`src/design/sqpf_pkg.sv`:
```
`timescale 1ns / 1ps

package sqpf_pkg;

    // Front-end scaling of the ADC code
    localparam int SCALE_DIVISOR = 600;
    localparam int SAMPLE_BITS   = 12;
    localparam int SAMPLE_W      = SAMPLE_BITS;
    localparam int X_W           = SAMPLE_BITS + 1;

    // Division by SCALE_DIVISOR as multiply by a rounded-up reciprocal
    localparam int RECIP_SHIFT = 26;
    localparam logic signed [31:0] RECIP_C =
        32'(((64'd1 << RECIP_SHIFT) + 64'(SCALE_DIVISOR) - 64'd1) / 64'(SCALE_DIVISOR));

    // Datapath widths
    localparam int DATA_W  = 32;
    localparam int PROD_W  = 64;
    localparam int ACC_W   = 66;
    localparam int SHIFT_W = 5;

    // Rounding points of the filter (Q4.28 coefficients) and the rotation (Q1.15)
    localparam int FILT_FRAC = 28;
    localparam int PARK_FRAC = 15;
    localparam logic signed [ACC_W-1:0] FILT_HALF = ACC_W'(1) <<< (FILT_FRAC - 1);
    localparam logic signed [ACC_W-1:0] PARK_HALF = ACC_W'(1) <<< (PARK_FRAC - 1);
    localparam logic signed [ACC_W-1:0] SAT_MAX   = ACC_W'(64'sd2147483647);
    localparam logic signed [ACC_W-1:0] SAT_MIN   = -ACC_W'(64'sd2147483648);

    // Register map, word index on paddr[4:2]
    localparam int PADDR_W = 5;
    localparam logic [2:0] REG_SAMPLE_OFFSET = 3'd0;
    localparam logic [2:0] REG_BANDPASS_GAIN = 3'd1;
    localparam logic [2:0] REG_LOWPASS_GAIN  = 3'd2;
    localparam logic [2:0] REG_FEEDBACK_ONE  = 3'd3;
    localparam logic [2:0] REG_FEEDBACK_TWO  = 3'd4;

    localparam logic [SAMPLE_W-1:0]      RST_SAMPLE_OFFSET = SAMPLE_W'(2457);
    localparam logic signed [DATA_W-1:0] RST_BANDPASS_GAIN = 32'sd2091730;
    localparam logic signed [DATA_W-1:0] RST_LOWPASS_GAIN  = 32'sd16428;
    localparam logic signed [DATA_W-1:0] RST_FEEDBACK_ONE  = -32'sd532621579;
    localparam logic signed [DATA_W-1:0] RST_FEEDBACK_TWO  = 32'sd264252158;

    typedef enum logic [2:0] {
        ST_IDLE,
        ST_DIV,
        ST_SCALE,
        ST_MAC,
        ST_DRAIN,
        ST_ROUND,
        ST_LOAD
    } state_t;

    // One product per code, in issue order
    typedef enum logic [3:0] {
        OP_A_GX,
        OP_A_GX2,
        OP_A_A1,
        OP_A_A2,
        OP_B_HX,
        OP_B_HX1,
        OP_B_HX2,
        OP_B_A1,
        OP_B_A2,
        OP_D_CA,
        OP_D_SB,
        OP_Q_SA,
        OP_Q_CB
    } op_t;

    typedef struct packed {
        logic               neg;
        logic [SHIFT_W-1:0] shift;
    } term_ctl_t;

endpackage

```
`src/design/sogi_quadrature_park_front.sv`:
```
`timescale 1ns / 1ps

// SOGI quadrature generator with Park rotation. Each request carries one raw
// 12-bit ADC code of the grid voltage plus the sine and cosine (Q1.15) of the
// tracked angle. The code has sample_offset removed and is divided by 600
// (truncated toward zero); the result drives a bilinear band-pass (alpha) and
// a low-pass (beta) biquad sharing the denominator (1, feedback_one,
// feedback_two), all coefficients Q4.28 over APB. alpha and beta are rotated
// into d and q. All four results are Q16.16, rounded half up and saturated to
// 32 bits; the filter histories keep the saturated values. Every product goes
// through one shared 32x32 multiplier with one registered product stage, run
// by a small sequencer: one reciprocal product for the scaling, nine filter
// products and four rotation products. s_tready stays low from acceptance
// until the sequencer is back in idle. The finished result sits in an output
// register, so the next request is taken while it waits; the block only
// stalls at its final load step if the previous result has still not been
// taken.
module sogi_quadrature_park_front (
    input  logic                         aclk,
    input  logic                         aresetn,
    // raw_sample [11:0], angle_sine [27:12], angle_cosine [43:28], zero [47:44]
    input  logic [47:0]                  s_tdata,
    input  logic                         s_tvalid,
    output logic                         s_tready,
    // alpha_out [31:0], beta_out [63:32], direct_out [95:64], quadrature_out [127:96]
    output logic [127:0]                 m_tdata,
    output logic                         m_tvalid,
    input  logic                         m_tready,
    input  logic                         psel,
    input  logic                         penable,
    input  logic                         pwrite,
    input  logic [sqpf_pkg::PADDR_W-1:0] paddr,
    input  logic [31:0]                  pwdata,
    output logic [31:0]                  prdata,
    output logic                         pready
);

    localparam int SW = sqpf_pkg::SAMPLE_W;
    localparam int XW = sqpf_pkg::X_W;
    localparam int DW = sqpf_pkg::DATA_W;
    localparam int AW = sqpf_pkg::ACC_W;

    // ------------------------------------------------------------------
    // Configuration registers
    // ------------------------------------------------------------------
    logic [SW-1:0]        offset_reg;
    logic signed [DW-1:0] bp_gain_reg;
    logic signed [DW-1:0] lp_gain_reg;
    logic signed [DW-1:0] fb_one_reg;
    logic signed [DW-1:0] fb_two_reg;
    logic                 cfg_wr;

    assign pready = 1'b1;
    assign cfg_wr = psel & penable & pwrite;

    always_ff @(posedge aclk) begin
        if (!aresetn) begin
            offset_reg  <= sqpf_pkg::RST_SAMPLE_OFFSET;
            bp_gain_reg <= sqpf_pkg::RST_BANDPASS_GAIN;
            lp_gain_reg <= sqpf_pkg::RST_LOWPASS_GAIN;
            fb_one_reg  <= sqpf_pkg::RST_FEEDBACK_ONE;
            fb_two_reg  <= sqpf_pkg::RST_FEEDBACK_TWO;
        end else if (cfg_wr) begin
            // Writes beyond the register list are dropped
            unique case (paddr[4:2])
                sqpf_pkg::REG_SAMPLE_OFFSET: offset_reg  <= pwdata[SW-1:0];
                sqpf_pkg::REG_BANDPASS_GAIN: bp_gain_reg <= pwdata;
                sqpf_pkg::REG_LOWPASS_GAIN:  lp_gain_reg <= pwdata;
                sqpf_pkg::REG_FEEDBACK_ONE:  fb_one_reg  <= pwdata;
                sqpf_pkg::REG_FEEDBACK_TWO:  fb_two_reg  <= pwdata;
                default: ;
            endcase
        end
    end

    always_comb begin
        unique case (paddr[4:2])
            sqpf_pkg::REG_SAMPLE_OFFSET: prdata = 32'(offset_reg);
            sqpf_pkg::REG_BANDPASS_GAIN: prdata = bp_gain_reg;
            sqpf_pkg::REG_LOWPASS_GAIN:  prdata = lp_gain_reg;
            sqpf_pkg::REG_FEEDBACK_ONE:  prdata = fb_one_reg;
            sqpf_pkg::REG_FEEDBACK_TWO:  prdata = fb_two_reg;
            default:                     prdata = 32'd0;
        endcase
    end

    // ------------------------------------------------------------------
    // Sequencer state and datapath registers
    // ------------------------------------------------------------------
    sqpf_pkg::state_t state_reg, state_next;
    sqpf_pkg::op_t    op_reg, op_next;

    logic [SW-1:0]        raw_reg;
    logic signed [15:0]   sin_reg;
    logic signed [15:0]   cos_reg;
    logic                 x_neg_reg, x_neg_next;
    logic signed [XW-1:0] x_reg, x_next;

    // Filter histories: x1/x2 inputs, ya1/ya2 and yb1/yb2 outputs
    logic signed [XW-1:0] x1_reg, x1_next, x2_reg, x2_next;
    logic signed [DW-1:0] ya1_reg, ya1_next, ya2_reg, ya2_next;
    logic signed [DW-1:0] yb1_reg, yb1_next, yb2_reg, yb2_next;
    logic signed [DW-1:0] d_reg, d_next, q_reg, q_next;

    logic signed [sqpf_pkg::PROD_W-1:0] prod_reg;
    sqpf_pkg::term_ctl_t                prod_ctl_reg, prod_ctl_next;
    logic                               prod_vld_reg, prod_vld_next;
    logic signed [AW-1:0]               acc_reg, acc_next;

    logic         m_valid_reg, m_valid_next;
    logic [127:0] m_data_reg, m_data_next;

    // Shared multiplier
    logic signed [DW-1:0]               mul_a, mul_b;
    logic signed [sqpf_pkg::PROD_W-1:0] mul_p;

    // Misc combinational
    logic signed [SW:0]   diff;
    logic [SW-1:0]        mag;
    logic [SW-1:0]        quo;
    logic                 grp_last;
    logic                 is_park;
    logic                 out_free;
    logic signed [AW-1:0] term;
    logic signed [AW-1:0] rnd_sum;
    logic signed [AW-1:0] rnd_shr;
    logic signed [DW-1:0] rnd_val;

    assign s_tready = (state_reg == sqpf_pkg::ST_IDLE);
    assign m_tvalid = m_valid_reg;
    assign m_tdata  = m_data_reg;
    assign out_free = !m_valid_reg || m_tready;

    // Centered sample and its magnitude; |diff| never exceeds the code range
    assign diff = $signed({1'b0, raw_reg}) - $signed({1'b0, offset_reg});
    assign mag  = diff[SW] ? SW'(-diff) : diff[SW-1:0];
    assign quo  = prod_reg[sqpf_pkg::RECIP_SHIFT +: SW];

    assign grp_last = (op_reg == sqpf_pkg::OP_A_A2) || (op_reg == sqpf_pkg::OP_B_A2) ||
                      (op_reg == sqpf_pkg::OP_D_SB) || (op_reg == sqpf_pkg::OP_Q_CB);
    assign is_park  = (op_reg == sqpf_pkg::OP_D_SB) || (op_reg == sqpf_pkg::OP_Q_CB);

    assign mul_p = mul_a * mul_b;

    // Scale the registered product to Q.44 (filter) or Q.31 (rotation) weight
    assign term = (AW'(prod_reg) <<< prod_ctl_reg.shift);

    // Round half up at the group's binary point, then saturate to 32 bits
    assign rnd_sum = acc_reg + (is_park ? sqpf_pkg::PARK_HALF : sqpf_pkg::FILT_HALF);
    assign rnd_shr = is_park ? (rnd_sum >>> sqpf_pkg::PARK_FRAC)
                             : (rnd_sum >>> sqpf_pkg::FILT_FRAC);
    always_comb begin
        if (rnd_shr > sqpf_pkg::SAT_MAX) begin
            rnd_val = {1'b0, {(DW-1){1'b1}}};
        end else if (rnd_shr < sqpf_pkg::SAT_MIN) begin
            rnd_val = {1'b1, {(DW-1){1'b0}}};
        end else begin
            rnd_val = rnd_shr[DW-1:0];
        end
    end

    // ------------------------------------------------------------------
    // Next state
    // ------------------------------------------------------------------
    always_comb begin
        state_next = state_reg;
        op_next    = op_reg;
        unique case (state_reg)
            sqpf_pkg::ST_IDLE: begin
                if (s_tvalid) begin
                    state_next = sqpf_pkg::ST_DIV;
                    op_next    = sqpf_pkg::OP_A_GX;
                end
            end
            sqpf_pkg::ST_DIV:   state_next = sqpf_pkg::ST_SCALE;
            sqpf_pkg::ST_SCALE: state_next = sqpf_pkg::ST_MAC;
            sqpf_pkg::ST_MAC: begin
                // Issue one product per cycle until the group's last one
                if (grp_last) begin
                    state_next = sqpf_pkg::ST_DRAIN;
                end else begin
                    op_next = sqpf_pkg::op_t'(op_reg + 4'd1);
                end
            end
            sqpf_pkg::ST_DRAIN: state_next = sqpf_pkg::ST_ROUND;
            sqpf_pkg::ST_ROUND: begin
                if (op_reg == sqpf_pkg::OP_Q_CB) begin
                    state_next = sqpf_pkg::ST_LOAD;
                end else begin
                    state_next = sqpf_pkg::ST_MAC;
                    op_next    = sqpf_pkg::op_t'(op_reg + 4'd1);
                end
            end
            sqpf_pkg::ST_LOAD: begin
                // Hold until the output register is free
                if (out_free) begin
                    state_next = sqpf_pkg::ST_IDLE;
                end
            end
            default: state_next = sqpf_pkg::ST_IDLE;
        endcase
    end

    // ------------------------------------------------------------------
    // Datapath control: operand selection and register updates
    // ------------------------------------------------------------------
    always_comb begin
        mul_a         = '0;
        mul_b         = '0;
        prod_ctl_next = '0;
        prod_vld_next = 1'b0;
        x_neg_next    = x_neg_reg;
        x_next        = x_reg;
        x1_next       = x1_reg;
        x2_next       = x2_reg;
        ya1_next      = ya1_reg;
        ya2_next      = ya2_reg;
        yb1_next      = yb1_reg;
        yb2_next      = yb2_reg;
        d_next        = d_reg;
        q_next        = q_reg;
        acc_next      = acc_reg;
        m_data_next   = m_data_reg;
        m_valid_next  = m_valid_reg;

        if (m_tready) begin
            m_valid_next = 1'b0;
        end

        // Accumulate the product issued in the previous cycle
        if (prod_vld_reg) begin
            acc_next = prod_ctl_reg.neg ? (acc_reg - term) : (acc_reg + term);
        end

        unique case (state_reg)
            sqpf_pkg::ST_DIV: begin
                // |diff| * ceil(2^26 / divisor)
                mul_a      = DW'(mag);
                mul_b      = sqpf_pkg::RECIP_C;
                x_neg_next = diff[SW];
            end
            sqpf_pkg::ST_SCALE: begin
                // Truncate toward zero: apply the sign after the magnitude quotient
                x_next = x_neg_reg ? -$signed({1'b0, quo}) : $signed({1'b0, quo});
            end
            sqpf_pkg::ST_MAC: begin
                prod_vld_next = 1'b1;
                case (op_reg)
                    sqpf_pkg::OP_A_GX: begin
                        mul_a = bp_gain_reg; mul_b = DW'(x_reg);
                        prod_ctl_next = '{neg: 1'b0, shift: 5'd16};
                    end
                    sqpf_pkg::OP_A_GX2: begin
                        mul_a = bp_gain_reg; mul_b = DW'(x2_reg);
                        prod_ctl_next = '{neg: 1'b1, shift: 5'd16};
                    end
                    sqpf_pkg::OP_A_A1: begin
                        mul_a = fb_one_reg; mul_b = ya1_reg;
                        prod_ctl_next = '{neg: 1'b1, shift: 5'd0};
                    end
                    sqpf_pkg::OP_A_A2: begin
                        mul_a = fb_two_reg; mul_b = ya2_reg;
                        prod_ctl_next = '{neg: 1'b1, shift: 5'd0};
                    end
                    sqpf_pkg::OP_B_HX: begin
                        mul_a = lp_gain_reg; mul_b = DW'(x_reg);
                        prod_ctl_next = '{neg: 1'b0, shift: 5'd16};
                    end
                    sqpf_pkg::OP_B_HX1: begin
                        // 2h * x1: one more bit of shift
                        mul_a = lp_gain_reg; mul_b = DW'(x1_reg);
                        prod_ctl_next = '{neg: 1'b0, shift: 5'd17};
                    end
                    sqpf_pkg::OP_B_HX2: begin
                        mul_a = lp_gain_reg; mul_b = DW'(x2_reg);
                        prod_ctl_next = '{neg: 1'b0, shift: 5'd16};
                    end
                    sqpf_pkg::OP_B_A1: begin
                        mul_a = fb_one_reg; mul_b = yb1_reg;
                        prod_ctl_next = '{neg: 1'b1, shift: 5'd0};
                    end
                    sqpf_pkg::OP_B_A2: begin
                        mul_a = fb_two_reg; mul_b = yb2_reg;
                        prod_ctl_next = '{neg: 1'b1, shift: 5'd0};
                    end
                    sqpf_pkg::OP_D_CA: begin
                        mul_a = DW'(cos_reg); mul_b = ya1_reg;
                        prod_ctl_next = '{neg: 1'b0, shift: 5'd0};
                    end
                    sqpf_pkg::OP_D_SB: begin
                        mul_a = DW'(sin_reg); mul_b = yb1_reg;
                        prod_ctl_next = '{neg: 1'b0, shift: 5'd0};
                    end
                    sqpf_pkg::OP_Q_SA: begin
                        mul_a = DW'(sin_reg); mul_b = ya1_reg;
                        prod_ctl_next = '{neg: 1'b1, shift: 5'd0};
                    end
                    sqpf_pkg::OP_Q_CB: begin
                        mul_a = DW'(cos_reg); mul_b = yb1_reg;
                        prod_ctl_next = '{neg: 1'b0, shift: 5'd0};
                    end
                    default: prod_vld_next = 1'b0;
                endcase
            end
            sqpf_pkg::ST_ROUND: begin
                acc_next = '0;
                case (op_reg)
                    sqpf_pkg::OP_A_A2: begin
                        ya2_next = ya1_reg;
                        ya1_next = rnd_val;
                    end
                    sqpf_pkg::OP_B_A2: begin
                        // Beta is the last user of the input history
                        yb2_next = yb1_reg;
                        yb1_next = rnd_val;
                        x2_next  = x1_reg;
                        x1_next  = x_reg;
                    end
                    sqpf_pkg::OP_D_SB: d_next = rnd_val;
                    sqpf_pkg::OP_Q_CB: q_next = rnd_val;
                    default: ;
                endcase
            end
            sqpf_pkg::ST_LOAD: begin
                if (out_free) begin
                    m_data_next  = {q_reg, d_reg, yb1_reg, ya1_reg};
                    m_valid_next = 1'b1;
                end
            end
            default: ;
        endcase
    end

    // ------------------------------------------------------------------
    // Registers
    // ------------------------------------------------------------------
    always_ff @(posedge aclk) begin
        if (!aresetn) begin
            state_reg    <= sqpf_pkg::ST_IDLE;
            op_reg       <= sqpf_pkg::OP_A_GX;
            prod_vld_reg <= 1'b0;
            acc_reg      <= '0;
            m_valid_reg  <= 1'b0;
            x1_reg       <= '0;
            x2_reg       <= '0;
            ya1_reg      <= '0;
            ya2_reg      <= '0;
            yb1_reg      <= '0;
            yb2_reg      <= '0;
        end else begin
            state_reg    <= state_next;
            op_reg       <= op_next;
            prod_vld_reg <= prod_vld_next;
            acc_reg      <= acc_next;
            m_valid_reg  <= m_valid_next;
            x1_reg       <= x1_next;
            x2_reg       <= x2_next;
            ya1_reg      <= ya1_next;
            ya2_reg      <= ya2_next;
            yb1_reg      <= yb1_next;
            yb2_reg      <= yb2_next;
        end
    end

    always_ff @(posedge aclk) begin
        // Capture the request payload
        if (s_tvalid && s_tready) begin
            raw_reg <= s_tdata[11:0];
            sin_reg <= s_tdata[27:12];
            cos_reg <= s_tdata[43:28];
        end
        prod_reg     <= mul_p;
        prod_ctl_reg <= prod_ctl_next;
        x_neg_reg    <= x_neg_next;
        x_reg        <= x_next;
        d_reg        <= d_next;
        q_reg        <= q_next;
        m_data_reg   <= m_data_next;
    end

    // ------------------------------------------------------------------
    // Assertions
    // ------------------------------------------------------------------
    a_busy_after_accept: assert property (@(posedge aclk) disable iff (!aresetn)
        (s_tvalid && s_tready) |=> !s_tready)
        else $error("request accepted while sequencer busy");

    a_acc_clear: assert property (@(posedge aclk) disable iff (!aresetn)
        (state_reg == sqpf_pkg::ST_SCALE) |-> (acc_reg == '0))
        else $error("accumulator not clear at start of request");

    a_prod_from_mac: assert property (@(posedge aclk) disable iff (!aresetn)
        prod_vld_reg |-> $past(state_reg == sqpf_pkg::ST_MAC))
        else $error("product accumulated without an issue step");

    a_load_holds: assert property (@(posedge aclk) disable iff (!aresetn)
        (state_reg == sqpf_pkg::ST_LOAD && m_valid_reg && !m_tready)
        |=> (state_reg == sqpf_pkg::ST_LOAD && m_valid_reg))
        else $error("result overwritten before it was taken");

endmodule
```
`config.mk`:
```
export PLATFORM = sky130hd
export DESIGN_NAME = sogi_quadrature_park_front
export DESIGN_NICKNAME = d
export VERILOG_FILES = /design/src/design/sqpf_pkg.sv /design/src/design/sogi_quadrature_park_front.sv
export SDC_FILE = /design/constraint.sdc
export NUM_CORES = 2
export LEC_CHECK = 0
export BUFFER_PORTS_ARGS = -buffer_cell sky130_fd_sc_hd__buf_2
export CAP_MARGIN = 20
export CORE_MARGIN = 3
export CORE_UTILIZATION = 30
export CTS_CLUSTER_DIAMETER = 30
export DETAILED_ROUTE_END_ITERATION = 7
export PLACE_DENSITY = 0.54
export SETUP_SLACK_MARGIN = 0.1
export SLEW_MARGIN = 20
export SYNTH_ARGS = -nofsm -noshare
export SYNTH_HDL_FRONTEND = slang
export SYNTH_SLANG_ARGS = --single-unit
```
`constraint.sdc`:
```
create_clock -name aclk -period 14.6 [get_ports aclk]
set_clock_uncertainty 0.1 [all_clocks]
set_input_delay 0 -clock aclk [delete_from_list [all_inputs] [get_ports aclk]]
set_output_delay 0 -clock aclk [all_outputs]
set_load 0.05 [all_outputs]
```
==> metrics.csv <==
stage,metric,value,unit
timing,RSZ-0062 raised after global routing,false,
clock_network,cts repair resizes,0,
min_path,Hold Path End,lp_gain_reg[12],
critical_path,CP arrival,13.55,ns
final_layout,Area Overhead vs Synth,17.57,%
yosys,post-synthesis cell type count,98,
clock_network,CTS tree,yes,
critical_path,FF-to-FF Start,raw_reg[2],
place,gpl congestion,0.9321,
place,Setup WS pre-CTS,1.951,ns
yosys,Seq cells post-synth,686,
timing,period utilisation layout,0.8921,
clock_network,Root Driver,clkbuf_16,
critical_path,FF-to-FF End,prod_reg[61],
yosys,Post-synth EDFFs,250,
yosys,Synthesized Nets,9167,
min_path,hold_sp,pwdata[12],
global_routing,maximum number of pins on one net before global-route repair,104,
yosys,Post-Syn Instances,7721,
critical_path,Setup CP Type,reg -> reg,
route,via count,57550,
flow_run,number of max-cap violations,0,
global_routing,grt total ovfl,0,
route,Routed Antenna Nets,0,
final_layout,"commonest non-fill, non-tap cell in the layout",nand2_1,
critical_path,CP Capture Type,flop,
final_layout,most frequent cells in the layout,"1405 x nand2_1, 1141 x inv_1, 1084 x fa_1",
final_layout,Finished Layout Cells,11150,
yosys,Mean Syn Cell Area,9.089,µm²
critical_path,slack of the worst reg-to-reg path,1.57,ns
floorplan,Die W,489.7,µm
route,initial detailed-routing violation count,5181,
yosys,Post-Synthesis Cell Area,70180,µm²
yosys,adder-cell area share of the yosys netlist,0.3574,
min_path,WHS Path Cells,4,
yosys,largest family of logic cells by synthesized area,adder cells,
critical_path,Worst path most repeated cell,fa_1,
timing,Hold WS,0.05112,ns
yosys,sequential fraction of the synthesis area,0.2314,
final_layout,fraction of layout cells with a size suffix above 1,0.1104,
route,total wire length,250800,µm
final_layout,Layout Nets,9424,
global_routing,Total Routing Usage GR,0.2089,
floorplan,core area,231200,µm²
power,maximum VDD drop,0.1021,mV
timing,final setup margin,1.575,ns
critical_path,CP startpoint kind,flop,
clock_network,worst-skew pair later-pin latency,0.82,ns
critical_path,Crit. Startpoint,raw_reg[2],
yosys,XOR/XNOR share of the synthesized area,0.03232,
final_layout,Largest register FFs,128,
yosys,Most used DFF post-synth,dfxtp_1,
timing,TNS Setup,0,ns
power,PD cells,97.43,nW/µm²
timing,pins over their slew limit,0,
timing,endpoints failing hold,0,
status,status,"finished, final reports clean",
clock_network,Setup Buffers After CTS,0,
timing,Relative slew margins,0.1575,
critical_path,CP max-delay cell,o22a_1,
floorplan,die height,489.7,µm
route,Via density,5.161,
timing,Final Critical Period,13.03,ns
clock_network,Hold Buf Count CTS,159,
final_layout,final core utilization,0.3568,
clock_network,clock slew at reported path FFs,0.05,ns
timing,Peak Freq,0.07677,GHz
min_path,Hold Crit Class,in -> reg,
route,Pre-Repair DR Iteration Count,6,
yosys,complex-gate fraction of the synthesized area,0.1203,
critical_path,WP data required,15.13,ns
clock_network,TritonCTS Buffers,158,
power,total leakage power,0.03369,µW
route,wire length per cell,22.49,µm
floorplan,Initial Utilization,0.3035,
yosys,Post-synth ARST share,0,
clock_network,Clock Path Buffers,3,
yosys,Syn. warnings,0,
final_layout,Fill cells,23410,
place,Port Buffers,247,
global_routing,first-pass GRT wire length,377100,µm
clock_network,CTS sink cnt,686,
yosys,top cell type's share of synthesized area,0.3092,
route,DRC Markers,0,
yosys,Synth area leaders,"fa_1 31%, dfxtp_1 12%, edfxtp_1 11%",
clock_network,htree depth,4,
critical_path,Worst Path Max Fanout,9,
yosys,largest area contributor in the netlist,fa_1,
critical_path,max incr delay on CP,0.82,ns
global_routing,vias in the first global route,58980,
timing,final setup fails,0,
global_routing,antenna violations before repair,12,
floorplan,die area,239800,µm²
yosys,Simple-Gate Fraction of Synth Area,0.1488,
yosys,multiplexer area fraction after synthesis,0.02416,
floorplan,Top Ports,255,
place,Post-DP HPWL,189500,µm
critical_path,worst-case reg-to-reg path depth,38,
place,DP Cell Count,10680,
timing,Slew @ Worst Pin,1.264,ns
floorplan,row cnt,176,
## layout make-up
cell class	instances	area [µm²]	share of cell area
multi-input cells	5451	48440	0.5871
flip-flops and latches	686	16250	0.1969
inverters	1147	4313	0.05228
clock buffers	185	4238	0.05137
repair buffers	534	3809	0.04616
well taps	3026	3786	0.04589
clock inverters	112	1647	0.01996
diodes	9	22.52	0.0002730
## cell usage after synthesis, drive strengths merged (97+ instances only)
cell type	instances
inv	1143
nor2	475
and2	111
o21ai	178
ha	270
mux2i	97
dfxtp	436
xnor2	177
nand2	1412
edfxtp	250
a22oi	133
clkbuf	391
nand3	109
a21oi	418
fa	1084
## kinds of logic after synthesis
group / after synthesis
AOI/OAI and AO/OA: 1264
other: 1
muxes: 142
and+or+nand+nor: 2431
buffers and inverters: 1584
DFF: 686
adders and majority gates: 1354
xor gates and xnor gates: 259
## layer usage
| layer | wire, µm | vias to the layer above | global-route usage | share of wire |
|---|---|---|---|---|
| li1 | - | 25460 | - | - |
| met1 | 108300 | 29170 | 0.2852 | 0.43 |
| met2 | 112200 | 2504 | 0.3303 | 0.45 |
| met3 | 22570 | 420 | 0.04576 | 0.090 |
| met4 | 7678 | 2 | 0.06337 | 0.031 |
| met5 | 13 | - | 0 | 0.000052 |
## power breakdown
| part | leakage [µW] | switching, µW | internal [µW] |
|---|---|---|---|
| combinational | 0.0250 | 1330 | 694 |
| sequential | 0.00582 | 108 | 2060 |
| clock | 0.00285 | 1270 | 2570 |
| total | 0.0337 | 2710 | 5330 |
## how the worst max path moves through the flow
stage                        end  slack, ns
finish              prod_reg[61]       1.57
detailed placement  prod_reg[61]       1.95
global placement    prod_reg[61]       1.96
global route        prod_reg[61]       1.16
CTS                 prod_reg[61]       1.82
floorplan           prod_reg[61]       4.14
## critical path, delay by kind of cell (launching register included)
kind | cells | cell delay (ns)
compound gates | 14 | 5.56
fa+ha+maj | 10 | 4.54
simple gates | 6 | 1.38
xor+xnor | 2 | 0.50
flops | 1 | 0.41
buf+inv | 6 | 0.30
## stage by stage
step                      instance area [µm²]  total power [µW]
after floorplan                         70180              3440
after global placement                  74960              4143
after detailed placement                74970              4156
after CTS                               82450              8064
after global routing                    82480              8368
final                                   82500              8038
(Power assumes the default switching activity.)
